[config.mk]
export PLATFORM = sky130hd
export DESIGN_NAME = tklmc_dpath
export DESIGN_NICKNAME = d
export VERILOG_FILES = /design/src/hdl/tklmc_pkg.sv /design/src/hdl/tklmc_dpath.sv
export SDC_FILE = /design/constraint.sdc
export NUM_CORES = 2
export LEC_CHECK = 0
export BUFFER_PORTS_ARGS = -buffer_cell sky130_fd_sc_hd__buf_2
export CORE_ASPECT_RATIO = 1.25
export CORE_MARGIN = 3
export CORE_UTILIZATION = 40
export DETAILED_ROUTE_END_ITERATION = 7
export GPL_TIMING_DRIVEN = 0
export PLACE_DENSITY = 0.65
export SKIP_LAST_GASP = 1
export SYNTH_ARGS = -nofsm -noshare
export SYNTH_HDL_FRONTEND = slang
export SYNTH_SLANG_ARGS = --single-unit
[constraint.sdc]
create_clock -name clk -period 19.5 [get_ports clk]
set_clock_uncertainty 0.15 [all_clocks]
set_input_delay 1.95 -clock clk [delete_from_list [all_inputs] [get_ports clk]]
set_output_delay 1.95 -clock clk [all_outputs]
set_load 0.005 [all_outputs]
[src/hdl/tklmc_pkg.sv]
// shared types and constants for the top-k longest mean coverage block
package tklmc_pkg;

  localparam int TOP_COUNT_DEF = 20;
  localparam int LEN_W         = 32;
  localparam int COV_W         = 32;
  localparam int KEPT_W        = 5;
  localparam int KEY_W         = LEN_W + COV_W;

  typedef struct packed {
    logic [LEN_W-1:0] seq_length;
    logic [COV_W-1:0] mean_coverage;
    logic             last_record;
  } in_req_t;

  typedef struct packed {
    logic [COV_W-1:0]  unique_coverage;
    logic [KEPT_W-1:0] kept_count;
    logic              empty_set;
  } out_req_t;

  // controller to datapath
  typedef struct packed {
    logic insert;
    logic step;
    logic load_out;
  } dp_cmd_t;

  // datapath to controller
  typedef struct packed {
    logic div_done;
  } dp_stat_t;

endpackage

[src/hdl/tklmc_dpath.sv]
// insertion cell chain, running sum and serial divider
module tklmc_dpath #(
  parameter int TOP_COUNT = tklmc_pkg::TOP_COUNT_DEF
) (
  input  logic                clk,
  input  logic                rst_n,
  input  tklmc_pkg::in_req_t  in_req,
  input  tklmc_pkg::dp_cmd_t  cmd,
  output tklmc_pkg::dp_stat_t stat,
  output tklmc_pkg::out_req_t out_req
);
  import tklmc_pkg::*;

  localparam int CNT_W = $clog2(TOP_COUNT + 1);
  localparam int SUM_W = COV_W + CNT_W;
  localparam int DC_W  = $clog2(SUM_W + 1);

  logic [KEY_W-1:0] ent_r   [TOP_COUNT];
  logic [KEY_W-1:0] ent_nxt [TOP_COUNT];
  logic [TOP_COUNT-1:0] gt;
  logic [KEY_W-1:0] key;
  logic [CNT_W-1:0] filled_r, filled_upd;
  logic [SUM_W-1:0] sum_r, sum_upd;
  logic             full, ins;

  // divider
  logic [SUM_W-1:0] quo_r;
  logic [CNT_W-1:0] rem_r, den_r, rem_nxt;
  logic [DC_W-1:0]  div_cnt_r;
  logic [CNT_W:0]   trial, diff;
  logic             ge;
  out_req_t         out_r;

  assign key  = {in_req.seq_length, in_req.mean_coverage};
  assign full = (filled_r == CNT_W'(TOP_COUNT));

  // each cell: new key wins over its entry, or entry is not yet filled
  for (genvar i = 0; i < TOP_COUNT; i++) begin : g_cell
    assign gt[i] = (CNT_W'(i) >= filled_r) || (key > ent_r[i]);
    if (i == 0) begin : g_head
      assign ent_nxt[i] = gt[i] ? key : ent_r[i];
    end else begin : g_body
      always_comb begin
        if (gt[i] && !gt[i-1]) begin
          ent_nxt[i] = key;
        end else if (gt[i]) begin
          ent_nxt[i] = ent_r[i-1];
        end else begin
          ent_nxt[i] = ent_r[i];
        end
      end
    end
  end

  // smallest entry drops out when a full table takes a new record
  assign ins = gt[TOP_COUNT-1];

  always_comb begin
    filled_upd = full ? filled_r : filled_r + 1'b1;
    sum_upd    = sum_r
               + (ins ? SUM_W'(in_req.mean_coverage) : '0)
               - ((ins && full) ? SUM_W'(ent_r[TOP_COUNT-1][COV_W-1:0]) : '0);
  end

  always_ff @(posedge clk) begin
    if (cmd.insert) begin
      ent_r <= ent_nxt;
    end
  end

  always_ff @(posedge clk) begin
    if (!rst_n) begin
      filled_r <= '0;
      sum_r    <= '0;
    end else if (cmd.insert) begin
      if (in_req.last_record) begin
        filled_r <= '0;
        sum_r    <= '0;
      end else begin
        filled_r <= filled_upd;
        sum_r    <= sum_upd;
      end
    end
  end

  // restoring division, one quotient bit per step
  always_comb begin
    trial   = {rem_r, quo_r[SUM_W-1]};
    diff    = trial - {1'b0, den_r};
    ge      = (trial >= {1'b0, den_r});
    rem_nxt = ge ? diff[CNT_W-1:0] : trial[CNT_W-1:0];
  end

  always_ff @(posedge clk) begin
    if (cmd.insert && in_req.last_record) begin
      quo_r <= sum_upd;
      rem_r <= '0;
      den_r <= filled_upd;
    end else if (cmd.step) begin
      quo_r <= {quo_r[SUM_W-2:0], ge};
      rem_r <= rem_nxt;
    end
  end

  always_ff @(posedge clk) begin
    if (!rst_n) begin
      div_cnt_r <= DC_W'(SUM_W);
    end else if (cmd.insert && in_req.last_record) begin
      div_cnt_r <= '0;
    end else if (cmd.step) begin
      div_cnt_r <= div_cnt_r + 1'b1;
    end
  end

  assign stat.div_done = (div_cnt_r == DC_W'(SUM_W));

  always_ff @(posedge clk) begin
    if (cmd.load_out) begin
      out_r.unique_coverage <= (den_r == '0) ? '0 : quo_r[COV_W-1:0];
      out_r.kept_count      <= KEPT_W'(den_r);
      out_r.empty_set       <= (den_r == '0);
    end
  end

  assign out_req = out_r;

  a_fill_bound: assert property (@(posedge clk) disable iff (!rst_n)
    filled_r <= CNT_W'(TOP_COUNT))
    else $error("fill count above table depth");

  a_div_restart: assert property (@(posedge clk) disable iff (!rst_n)
    (cmd.insert && in_req.last_record) |=> !stat.div_done)
    else $error("divider did not restart on last record");

  a_count_tracks: assert property (@(posedge clk) disable iff (!rst_n)
    (cmd.insert && !in_req.last_record && !full) |=> (filled_r == $past(filled_r) + 1'b1))
    else $error("fill count did not advance on insert");

endmodule

Yosys cells after proc, flatten, opt, wreduce, memory -nomap -nowiden
Cells that the tools add are included.

Bits in registers: 1413. Input port bits: 70. Output and inout port bits: 39.

$add $sub $neg: 5. Order comparisons: 41. Equality and inequality tests: 2. Mux-type cells: 48. Bitwise gates (word level): 1. Reductions and logical operators: 102.

Operators with widths (count): $mux W64 (38); $gt A64 B64 Y1 (20); $mux W37 (3); $mux W32 (2); $ge A4 B5 Y1 const A (8); $reduce_and A2 Y1 (20); $reduce_bool A2 Y1 (20); $add A37 B32 Y37 (1); $sub A37 B32 Y37 (1); $logic_and A1 B1 Y1 (21); $ge A3 B5 Y1 const A (4); $ge A5 B5 Y1 const A (4); $logic_or A1 B1 Y1 (20); $logic_not A1 Y1 (19); $mux W5 (3); $mux W6 (2); $ge A1 B5 Y1 const A (2); $ge A2 B5 Y1 const A (2); $add A6 B1 Y6 const B (1); $eq A6 B6 Y1 const B (1); $ge A6 B5 Y1 (1); $add A5 B1 Y5 const B (1); $eq A5 B5 Y1 const B (1); $logic_not A5 Y1 (1); 3 further kinds (3).

Longest topological paths before layout
Depth in word-level cells: 6. Depth in mapped cells: 26. Depth with buffers taken out: 24.

Least setup slack after synthesis
No wires, ideal clock.

Path kind: input to register. Start: input in_req[1] (netlist name). End: register ent_r[576] (netlist name), enable pin. Arrival time: 8.129 ns. Required time: 18.785 ns. Slack: 10.656 ns. Stages: 11. Path buffers: 1. Path through: clkbuf_1 inv_1 ha_1 nor2b_1 o211ai_1 a2111oi_0 a211oi_1 o21ai_0 a31oi_1 o21a_1 nor3_1.

Word-level cells in the longest chain between the ends: 6.

Ends and longest elaborated chain: start: declaration (RTL line tklmc_dpath.sv:7) `input tklmc_pkg::in_req_t in_req,`; $gt A64 B64 Y1 (RTL line tklmc_dpath.sv:39) `assign gt[i] = (CNT_W'(i) >= filled_r) || (key > ent_r[i]);`; $logic_or A1 B1 Y1 (RTL line tklmc_dpath.sv:39); $logic_not A1 Y1 (RTL line tklmc_dpath.sv:44) `if (gt[i] && !gt[i-1]) begin`; $logic_and A1 B1 Y1 (RTL line tklmc_dpath.sv:44); $reduce_bool A2 Y1 (no line) (*); $reduce_and A2 Y1 (no line) (*); end signal: assignment (RTL line tklmc_dpath.sv:67) `ent_r <= ent_nxt;`; end: declaration (RTL line tklmc_dpath.sv:18) `logic [KEY_W-1:0] ent_r [TOP_COUNT];`.

Every way passes the cells marked *; elsewhere a longest branch is shown, timed or not. A chain may end at the register's enable or synchronous reset.

Worst setup path after layout
Start: input in_req[60] (netlist name). End: register quo_r[26] (data pin).

Word-level cells in the longest chain between the ends: 6.

Ends and longest elaborated chain: $gt A64 B64 Y1 (*) (RTL line tklmc_dpath.sv:39); $logic_or A1 B1 Y1 (*) (RTL line tklmc_dpath.sv:39); $mux W32 or $logic_and A1 B1 Y1 (tied branches) (RTL line tklmc_dpath.sv:61, tklmc_dpath.sv:62); $add A37 B32 Y37 or $mux W32 (tied branches) (RTL line tklmc_dpath.sv:61, tklmc_dpath.sv:62); $sub A37 B32 Y37 (*) (RTL line tklmc_dpath.sv:62) `- ((ins && full) ? SUM_W'(ent_r[TOP_COUNT-1][COV_W-1:0]) : '0);`; $mux W37 (*) (RTL line tklmc_dpath.sv:95) `if (cmd.insert && in_req.last_record) begin`; end signal: assignment (RTL line tklmc_dpath.sv:96) `quo_r <= sum_upd;`; end signal: assignment (RTL line tklmc_dpath.sv:100) `quo_r <= {quo_r[SUM_W-2:0], ge};`; end: declaration (RTL line tklmc_dpath.sv:27) `logic [SUM_W-1:0] quo_r;`.

Marks and branches as above.

==> results.toml <==
[status]
status = "finished with violations"
failed_checks = "max-capacitance violations, max-slew violations"

[layout]
finish.instance_area_sq_mm = 0.106
drive_gt1_share_pct = 20.6
final_nets = 10000
core_occupancy_in_the_finished_layout_pct = 45.1
syn2layout_area_growth_pct = 11.5
final_cell_count_no_fill = 11800

[logic_synthesis]
avgSynthCellArea_sq_um = 11.6
synthesis.instances = 8241
postSynthRegisterBits = 1413
synth_async_reset_ratio_pct = 0
synth_edf_count = 1360
post_synth_instance_area_sq_mm = 0.0955
yosysUniqueCellTypes = 88
yosys_most_used_dff = "edfxtp_1"
synth.yosys.seq_area_share_pct = 43.9
synth.net_count = 9671
yosys_warnings = 0

[sta]
worst-slew-pin-transition_ps = 1590
finalSetupViolations = 0
fin_tns_setup_ps = 0
max_freq_mhz = 99.5
report.final.hold_viol_count = 0
final.hold.worst_slack_ps = 336
final.period_utilization_pct = 51.5
rsz0062_at_grt = "no"
timing_max_transition_violations_final = 11
slew_headroom_pct = -5.79
post-route-min-period_ps = 10050

[worst_setup_path]
cp.required_ps = 19930
setup.worst_path.end_class = "flip-flop"
path_class = "input port to flip-flop"
timing.critical_path.from_type = "input port"
crit_path_max_fanout = 22
cp_data_arrival_time_ps = 10480

[die]
die_area_sq_mm = 0.245
die_x_um = 443
fp.coreArea_sq_mm = 0.236
chipHeight_um = 552
row_count = 199
starting_density_pct = 40.4
number_of_i_o_pins = 109

[grt]
grt_use_total_pct = 23.9
grt_pass1_wl_um = 435000
grt_antenna_before_repair = 23
global_route.overflow_total = 0
vias_in_the_first_global_route = 70000
grt_start_max_net_pins = 52

[placement]
place_hpwl_um = 233000
placement.cell_area_sq_mm = 0.101
place.port_buffers = 106
place_inst = 11500
globalplace.congestion = 0.938

[drt]
detailroute.via_count = 66900
dr.first_iter.drc_count = 4953
post_drt_via_cell_ratio = 5.65
routed_wl_um = 298000
wire_per_inst_um = 25.2
post_route_ant_nets = 0
drt-pass1-iter-count = 5
drt_drc_violations_left = 0

[cts]
postCtsSetupRepairBufs = 0
cts-hold-fix-buffers = 0
cts_tree = "yes"
post_cts.resized_instances = 0
number_of_buffers_inserted_during_clock_tree_synthesis = 162
clk-insertion-delay-late_ps = 840
ctsHtreeMaxLevel = 4
path_clk_slew_ps = 60
clk_root_buffer_cell = "clkbuf_16"
cts_num_sinks = 1413
clockBufferDepth = 3

[power_and_ir_drop]
ir_drop_worst_vdd_v = 0.0000956
power.static_leakage_nw = 48.1
power-per-cell-area_mw_per_mm2 = 77.1

[flow_run]
maxCapViolations = 1

[min_path]
worstHoldPathType = "flip-flop to flip-flop"
[layout make-up]
class | count | area, sq um
fill | 21400 | 130000
multi-input combinational | 5124 | 47000
sequential | 1413 | 41900
inverter | 1401 | 5260
clock buffer | 206 | 4230
tap | 3115 | 3900
timing repair buffer | 178 | 1630
buffer | 303 | 1530
clock inverter | 88 | 1030
antenna | 10 | 25.0
[placed cells by master, fill, tap and decap left out, drive strengths merged, types with 22 or more instances in the layout]
cell    count
a211oi     53
a21o      319
a21oi     473
a221oi     22
and3       35
and4       22
buf       329
clkbuf    356
clkinv     57
dfxtp      53
edfxtp   1360
fa         33
ha       1327
inv      1410
mux2     1225
nand2     340
nand2b     27
nand3      53
nand4     270
nor2      180
nor2b      89
nor3       62
nor4       45
o211ai     36
o21a       22
o21ai     200
xnor2      29
[sequential cells by signal, indices dropped and copies added (netlist names)]
register   cells
filled_r       5
sum_r         37
ent_r       1280
div_cnt_r      6
rem_r          5
out_req       38
quo_r         37
den_r          5
[cells by family (layout without fill, tap and decap cells)]
group	after synthesis	count (layout)	synth area share (%)
simple gates	1207	1207	6.56
compound gates	1287	1287	8.55
mux	1227	1227	15.4
buf+inv	1704	2176	7.11
xor+xnor	43	43	0.394
flops	1413	1413	43.9
fa+ha+maj	1360	1360	18.1
other cells	0	10	0
[metal layers]
layer | vias to the layer above | part of all wire [%] | routed length, um | global-route usage (%)
met5 | - | 0.023 | 70 | 0
met4 | 10 | 7.5 | 22400 | 15.9
met3 | 764 | 6.3 | 18800 | 4.23
met2 | 2261 | 49 | 146000 | 41.6
met1 | 33300 | 37 | 111000 | 26.6
li1 | 30600 | - | - | -
[per-stage QoR]
step / total power, mW / setup slack, ps
6_report: 8.20 / 9450
4_1_cts: 8.23 / 9570
3_5_place_dp: 5.14 / 8730
5_1_grt: 8.53 / 9150
2_1_floorplan: 4.62 / 10660
3_3_place_gp: 5.07 / 2540
[power breakdown]
group,internal (mW),leakage (nW),switching (mW)
clock network,1.78,2.54,1.33
logic,0.563,31.8,0.859
registers,3.57,13.8,0.101
[final timing paths]
kind	from	end	slack (ps)	depth (start not counted)
hold / removal	sum_r[29]	sum_r[29]	340	1
hold reg to reg	sum_r[29]	sum_r[29]	340	1
setup / recovery	in_req[60]	quo_r[26]	9450	24
setup reg to reg	ent_r[59]	quo_r[26]	10770	24
[synthesized netlist by cell type, types with 18 or more instances]
| cell | instances | area share (%) |
|---|---|---|
| nand2_1 | 338 | 1.3 |
| fa_1 | 33 | 0.69 |
| and3_1 | 35 | 0.23 |
| buf_6 | 21 | 0.25 |
| and4_1 | 21 | 0.19 |
| nand4_1 | 270 | 1.8 |
| xnor2_1 | 29 | 0.27 |
| dfxtp_1 | 53 | 1.1 |
| nor2_1 | 178 | 0.70 |
| a21oi_1 | 473 | 2.5 |
| nor2b_1 | 89 | 0.58 |
| nor3_1 | 61 | 0.32 |
| a31oi_1 | 20 | 0.13 |
| mux2_2 | 978 | 12 |
| nor4_1 | 45 | 0.29 |
| a211oi_1 | 53 | 0.42 |
| nand2b_1 | 27 | 0.18 |
| edfxtp_1 | 1360 | 43 |
| inv_1 | 1400 | 5.5 |
| nand3_1 | 53 | 0.28 |
| a21o_1 | 319 | 2.5 |
| ha_1 | 1327 | 17 |
| and2_1 | 18 | 0.12 |
| buf_2 | 76 | 0.40 |
| clkbuf_1 | 149 | 0.59 |
| o211ai_1 | 35 | 0.28 |
| buf_1 | 39 | 0.15 |
| o21a_1 | 22 | 0.17 |
| a221oi_1 | 22 | 0.20 |
| o21ai_0 | 198 | 1.0 |
| mux2_4 | 240 | 3.8 |
| a2111oi_0 | 19 | 0.17 |
[critical path, stage by stage]
cell	delay (ps)
buf_2	520
ha_1	290
nand4_1	250
nor4_1	370
buf_2	270
nand3_1	350
nor2_1	420
nand2_1	370
o211ai_1	460
o21ba_2	250
clkbuf_1	310
clkbuf_1	660
and2_1	240
fa_1	420
ha_1	400
a21o_1	220
a211o_1	290
o21ai_0	600
a211oi_1	300
o21ai_0	540
nor2b_1	310
o21bai_1	110
xnor2_1	210
mux2_2	300
Note: power is estimated with default switching activity, not from simulation.
